==> src/rtl/assert_macros.svh <==
`ifndef ASSERT_MACROS_SVH
`define ASSERT_MACROS_SVH

// Implication checked at every clock edge outside reset.
`define AST_IMP(lbl, ante, cons) \
  lbl: assert property (@(posedge clk) disable iff (!rst_n) (ante) |-> (cons)) \
    else $error("assertion failed");

// Implication with a fixed delay between antecedent and consequent.
`define AST_DLY(lbl, ante, n, cons) \
  lbl: assert property (@(posedge clk) disable iff (!rst_n) (ante) |-> ##n (cons)) \
    else $error("assertion failed");

`endif

==> src/rtl/vav_pkg.sv <==
package vav_pkg;

  localparam int NORM_BITS    = 15;
  localparam int VEC_W        = 16;
  localparam int PROD_W       = 32;
  localparam int DOT_W        = 34;
  localparam int CMAG_W       = 32;
  localparam int CSQ_W        = 64;
  localparam int ROOT_W       = 32;
  localparam int ZFRAC        = 30;
  localparam int CORDIC_STEPS = 28;
  localparam int XY_W         = 36;
  localparam int Z_W          = 34;

  localparam logic [Z_W-1:0] HALF_PI_Q = 34'd1686629713;
  localparam logic [Z_W-1:0] PI_Q      = 34'd3373259426;

  localparam int NORM_LAT   = 3;
  localparam int PROD_LAT   = 4;
  localparam int CORDIC_LAT = CORDIC_STEPS + 2;
  localparam int TOTAL_LAT  = NORM_LAT + PROD_LAT + ROOT_W + CORDIC_LAT;

  typedef struct packed {
    logic valid;
    logic degen;
  } ctl_t;

  function automatic logic [Z_W-1:0] atan_q(input int i);
    logic [Z_W-1:0] r;
    case (i)
      0:       r = 34'd843314857;
      1:       r = 34'd497837829;
      2:       r = 34'd263043837;
      3:       r = 34'd133525159;
      4:       r = 34'd67021687;
      5:       r = 34'd33543516;
      6:       r = 34'd16775851;
      7:       r = 34'd8388437;
      8:       r = 34'd4194283;
      9:       r = 34'd2097149;
      default: r = (i < 30) ? (Z_W'(1) << (30 - i)) : '0;
    endcase
    return r;
  endfunction

endpackage

==> src/rtl/vav_norm.sv <==
module vav_norm import vav_pkg::*; #(
  parameter int CW = 24
) (
  input  logic                  clk,
  input  logic                  rst_n,
  input  logic                  in_valid,
  input  logic                  planar,
  input  logic [2:0][CW-1:0]    first,
  input  logic [2:0][CW-1:0]    vertex,
  input  logic [2:0][CW-1:0]    third,
  output ctl_t                  ctl,
  output logic [2:0][VEC_W-1:0] u_vec,
  output logic [2:0][VEC_W-1:0] v_vec
);

  localparam int MSB_W = $clog2(CW);
  localparam int SH_W  = $clog2(CW + 1);
  localparam int EXT_W = CW + NORM_BITS;

  logic [2:0][CW:0]   du_nxt, dv_nxt;
  logic [2:0][CW-1:0] mu_nxt, mv_nxt;
  logic [2:0][CW-1:0] mu1_r, mv1_r, mu2_r, mv2_r;
  logic [2:0]         nu1_r, nv1_r, nu2_r, nv2_r;
  logic               v1_r, v2_r, v3_r;
  logic [CW-1:0]      oru, orv;
  logic [MSB_W-1:0]   msbu_nxt, msbv_nxt, msbu_r, msbv_r;
  logic               nzu_r, nzv_r, dg3_r;
  logic [2:0][VEC_W-1:0] u_r, v_r;
  logic [2:0][VEC_W-1:0] u_nxt, v_nxt;
  logic [EXT_W-1:0]   extu, extv;
  logic [SH_W-1:0]    shu, shv;

  always_comb begin
    for (int k = 0; k < 3; k++) begin
      du_nxt[k] = {first[k][CW-1], first[k]} - {vertex[k][CW-1], vertex[k]};
      dv_nxt[k] = {third[k][CW-1], third[k]} - {vertex[k][CW-1], vertex[k]};
      if (planar && k == 2) begin
        du_nxt[k] = '0;
        dv_nxt[k] = '0;
      end
      mu_nxt[k] = du_nxt[k][CW] ? CW'(-du_nxt[k]) : du_nxt[k][CW-1:0];
      mv_nxt[k] = dv_nxt[k][CW] ? CW'(-dv_nxt[k]) : dv_nxt[k][CW-1:0];
    end
  end

  always_comb begin
    oru = mu1_r[0] | mu1_r[1] | mu1_r[2];
    orv = mv1_r[0] | mv1_r[1] | mv1_r[2];
    msbu_nxt = '0;
    msbv_nxt = '0;
    for (int j = 0; j < CW; j++) begin
      if (oru[j]) msbu_nxt = MSB_W'(j);
      if (orv[j]) msbv_nxt = MSB_W'(j);
    end
  end

  always_comb begin
    shu = SH_W'(msbu_r) + SH_W'(1);
    shv = SH_W'(msbv_r) + SH_W'(1);
    for (int k = 0; k < 3; k++) begin
      extu = {mu2_r[k], {NORM_BITS{1'b0}}} >> shu;
      extv = {mv2_r[k], {NORM_BITS{1'b0}}} >> shv;
      u_nxt[k] = nu2_r[k] ? VEC_W'(0) - {1'b0, extu[NORM_BITS-1:0]}
                          : {1'b0, extu[NORM_BITS-1:0]};
      v_nxt[k] = nv2_r[k] ? VEC_W'(0) - {1'b0, extv[NORM_BITS-1:0]}
                          : {1'b0, extv[NORM_BITS-1:0]};
    end
  end

  always_ff @(posedge clk) begin
    if (!rst_n) begin
      v1_r <= 1'b0;
      v2_r <= 1'b0;
      v3_r <= 1'b0;
    end else begin
      v1_r <= in_valid;
      v2_r <= v1_r;
      v3_r <= v2_r;
    end
  end

  always_ff @(posedge clk) begin
    for (int k = 0; k < 3; k++) begin
      mu1_r[k] <= mu_nxt[k];
      mv1_r[k] <= mv_nxt[k];
      nu1_r[k] <= du_nxt[k][CW];
      nv1_r[k] <= dv_nxt[k][CW];
    end
    mu2_r  <= mu1_r;
    mv2_r  <= mv1_r;
    nu2_r  <= nu1_r;
    nv2_r  <= nv1_r;
    msbu_r <= msbu_nxt;
    msbv_r <= msbv_nxt;
    nzu_r  <= |oru;
    nzv_r  <= |orv;
    u_r    <= u_nxt;
    v_r    <= v_nxt;
    dg3_r  <= !(nzu_r && nzv_r);
  end

  assign ctl.valid = v3_r;
  assign ctl.degen = dg3_r;
  assign u_vec     = u_r;
  assign v_vec     = v_r;

endmodule

==> config.mk <==
export PLATFORM = sky130hd
export DESIGN_NAME = vav_norm
export DESIGN_NICKNAME = d
export VERILOG_FILES = /design/src/rtl/assert_macros.svh /design/src/rtl/vav_pkg.sv /design/src/rtl/vav_norm.sv
export SDC_FILE = /design/constraint.sdc
export NUM_CORES = 1
export LEC_CHECK = 0
export ABC_AREA = 1
export BUFFER_PORTS_ARGS = -buffer_cell sky130_fd_sc_hd__buf_2
export CAP_MARGIN = 20
export CORE_MARGIN = 1
export CORE_UTILIZATION = 35
export CTS_CLUSTER_SIZE = 16
export DETAILED_ROUTE_END_ITERATION = 8
export GPL_ROUTABILITY_DRIVEN = 1
export PLACE_DENSITY = 0.53
export SYNTH_ARGS = -nofsm -noshare
export SYNTH_HDL_FRONTEND = slang
export SYNTH_SLANG_ARGS = --single-unit
export TNS_END_PERCENT = 20
==> constraint.sdc <==
create_clock -name clk -period 7.87 [get_ports clk]
set_input_delay 1.574 -clock clk [delete_from_list [all_inputs] [get_ports clk]]
set_output_delay 1.574 -clock clk [all_outputs]
set_load 0.05 [all_outputs]
==> impl_metrics.ini <==
[cts]
cts_setup_buffers = 0
cts_buffers = 46
root_buffer = clkbuf_16
cts_max_path_buffers = 3
cts.clk_slew.worst_paths_ns = 0.06
htree_levels = 2
holdBufCountCts = 0
cts_num_sinks = 412
cts_tree = done
post_cts_resized = 0
clk_latency_ns = 0.60

[setup_path]
crit_buf_inv = 5
crit_fanout = 94
timing.critical_path.mode_cell = nand2_1
path_cells = buf_4 -> ha_2 -> buf_4 -> inv_2 -> buf_4 -> mux2i_1 -> nand2_1 -> o21ai_1 -> nand2_1 -> nand3_1 -> o21ai_1 -> inv_1 -> ha_1 -> nand4_1 -> nor2_1 -> nand2_1 -> nand2_1 -> nand2_1 -> xor2_1
endpoint_kind = flip-flop
arrival_ns = 5.10
critical-path-top-delay-family = buffers and inverters
path_class = flip-flop to flip-flop
crit_required_ns = 8.33
max_stage_delay_ns = 0.66
setup.worst_path.start_class = flip-flop
slowest_stage = buf_4

[grt]
grt_max_degree = 98
antenna_found_initial = 2
grt_util_all_layers_pct = 22.69
grt_pass1_vias = 27890
overflow = 0
grt_pass1_wl_um = 155200

[power]
p_leak_nw = 16.53
p_per_area_nw_per_um2 = 372.1
ir_drop_uv = 263.1

[min_path]
hold_class = flip-flop to flip-flop

[synth]
synth_top_area_share_pct = 27.58
synth_edf_count = 0
synthMostInstantiatedCell = nand2_1
syn_area_um2 = 29910
synth_cell_types = 71
synth_ff_type = dfxtp_1
syn_nets = 4977
postSynthCellCount = 4593
netlist_top_cells_count = 1371 x nand2_1, 449 x inv_1, 412 x dfxtp_1, 350 x nor2_1, 333 x o21ai_0
async_flop_share_pct = 0
avgSynthCellArea_um2 = 6.511
synth.area.top_cells = dfxtp_1 28%, nand2_1 17%, ha_1 6.6%, inv_1 5.6%, o21ai_0 5.6%
synth_top_cell_by_area = dfxtp_1
ys_warn_count = 0
ys_seq_area_share_pct = 27.58
synth_seq_cells = 412

[sta]
maxSlewHeadroom_pct = 41.23
finalHoldViolations = 0
worst_pin_slew_ns = 0.8815
fin_crit_ns = 4.645
skew_ns = 0.03522
setup-tns-final_ns = 0
finalSetupViolCount = 0
slew_violations = 0
rsz0062_at_grt = false
finalCritPeriodShare_pct = 59.03
max_freq_ghz = 0.2153

[drt]
route.detailed.drc = 0
wire_per_inst_um = 16.73
routed_via_density = 4.969
wirelength_um = 100200
ant_nets = 0
dr.first_iter.drc_count = 2284
dr.pass1.iters = 5
vias = 29780

[final_layout]
layout-drive-gt1-share_pct = 11.24
multiInputGateArea_um2 = 19020
nets = 5207
seq_area_um2 = 8250
final_cells = 5992
nFillCells = 9208
synthToLayoutAreaGrowth_pct = 12.79

[placement]
dp_cells = 5909
gp_congestion = 0.9129
io_buffers = 317
post-dp-hpwl_um = 82240

[run]
cap_violations = 0

[die]
die-area_um2 = 86620
initial_core_util_pct = 35.57
die_h_um = 294.3
dieWidth_um = 294.3
num_rows = 106
core-area_um2 = 84090
ioPinCount = 318

[run_status]
status = complete, no violations
layout make-up:
cell class / count / area share, %
diodes: 1 / 0.007419
clock buffers: 60 / 3.806
clock inverters: 22 / 0.6380
inverters: 484 / 5.423
multi-input cells: 3546 / 56.40
flip-flops and latches: 412 / 24.46
well taps: 1134 / 4.206
repair buffers: 333 / 5.060
metal layers:
metal | share of wire [%] | wire length, µm | GRT usage, % | vias to the layer above
li1 | - | - | - | 15440
met1 | 49 | 48890 | 32.11 | 13430
met2 | 44 | 43760 | 36.44 | 797
met3 | 5.2 | 5217 | 2.360 | 111
met4 | 2.4 | 2389 | 5.907 | 0
met5 | 0 | 0 | 0 | -
registers in the layout, summed over array words and instances, names as in the netlist:
| register | flops |
|---|---|
| mu1_r | 72 |
| mu2_r | 72 |
| mv1_r | 72 |
| mv2_r | 72 |
| u_vec | 48 |
| v_vec | 48 |
| msbu_r | 5 |
| msbv_r | 5 |
| nu1_r | 3 |
| nu2_r | 3 |
| nv1_r | 3 |
| nv2_r | 3 |
| dg3_r | 1 |
| nzu_r | 1 |
| nzv_r | 1 |
| v1_r | 1 |
| v2_r | 1 |
| v3_r | 1 |
path summary, 6_finish.rpt:
check            start        end  slack (ns)  depth (start not counted)
min reg2reg   nv1_r[1]   nv2_r[1]        0.33                          0
max          msbv_r[0]  v_vec[30]        3.22                         19
max reg2reg  msbv_r[0]  v_vec[30]        3.22                         19
min           nv1_r[1]   nv2_r[1]        0.33                          0
through the flow:
| step | util (%) | instance area [µm²] | power [mW] | hold slack [ns] | worst slack (ns) |
|---|---|---|---|---|---|
| final | 40.12 | 33730 | 12.55 | 0.3257 | 3.225 |
| after detailed placement | 38.33 | 32230 | 10.41 | 0.3146 | 3.290 |
| after global placement | 38.33 | 32230 | 10.42 | 0.3226 | 3.286 |
| after floorplan | - | 29910 | 8.569 | 0.3096 | 3.976 |
| after CTS | 40.11 | 33730 | 12.58 | 0.3286 | 3.275 |
| after global routing | 40.11 | 33730 | 13.56 | 0.3437 | 2.644 |
report_power, final:
| group | leakage, nW | internal [mW] | switching (mW) |
|---|---|---|---|
| clock | 0.723 | 1.22 | 0.892 |
| combinational | 12.3 | 2.11 | 4.98 |
| sequential | 3.46 | 2.86 | 0.482 |
cell usage in the layout, fill, tap and decap left out, drive strengths merged, types with 41 or more instances in the layout:
master	instances
a21oi	238
buf	333
clkbuf	60
dfxtp	412
ha	158
inv	487
nand2	1377
nand3	242
nand4	55
nor2	361
nor3	97
o211ai	46
o21ai	444
or2	41
xnor2	65
xor2	188
cells by family (layout without fill, tap and decap cells):
| kind of cell | Yosys count | after routing | synth area share (%) |
|---|---|---|---|
| AOI/OAI and AO/OA | 865 | 865 | 16.33 |
| xor gates and xnor gates | 253 | 253 | 7.698 |
| adders and majority gates | 164 | 164 | 7.012 |
| buffers and inverters | 635 | 899 | 8.949 |
| DFF | 412 | 412 | 27.58 |
| muxes | 25 | 25 | 0.8368 |
| other | 0 | 1 | 0 |
| and+or+nand+nor | 2239 | 2239 | 31.60 |
No activity file was read; power rests on OpenSTA's default activity.
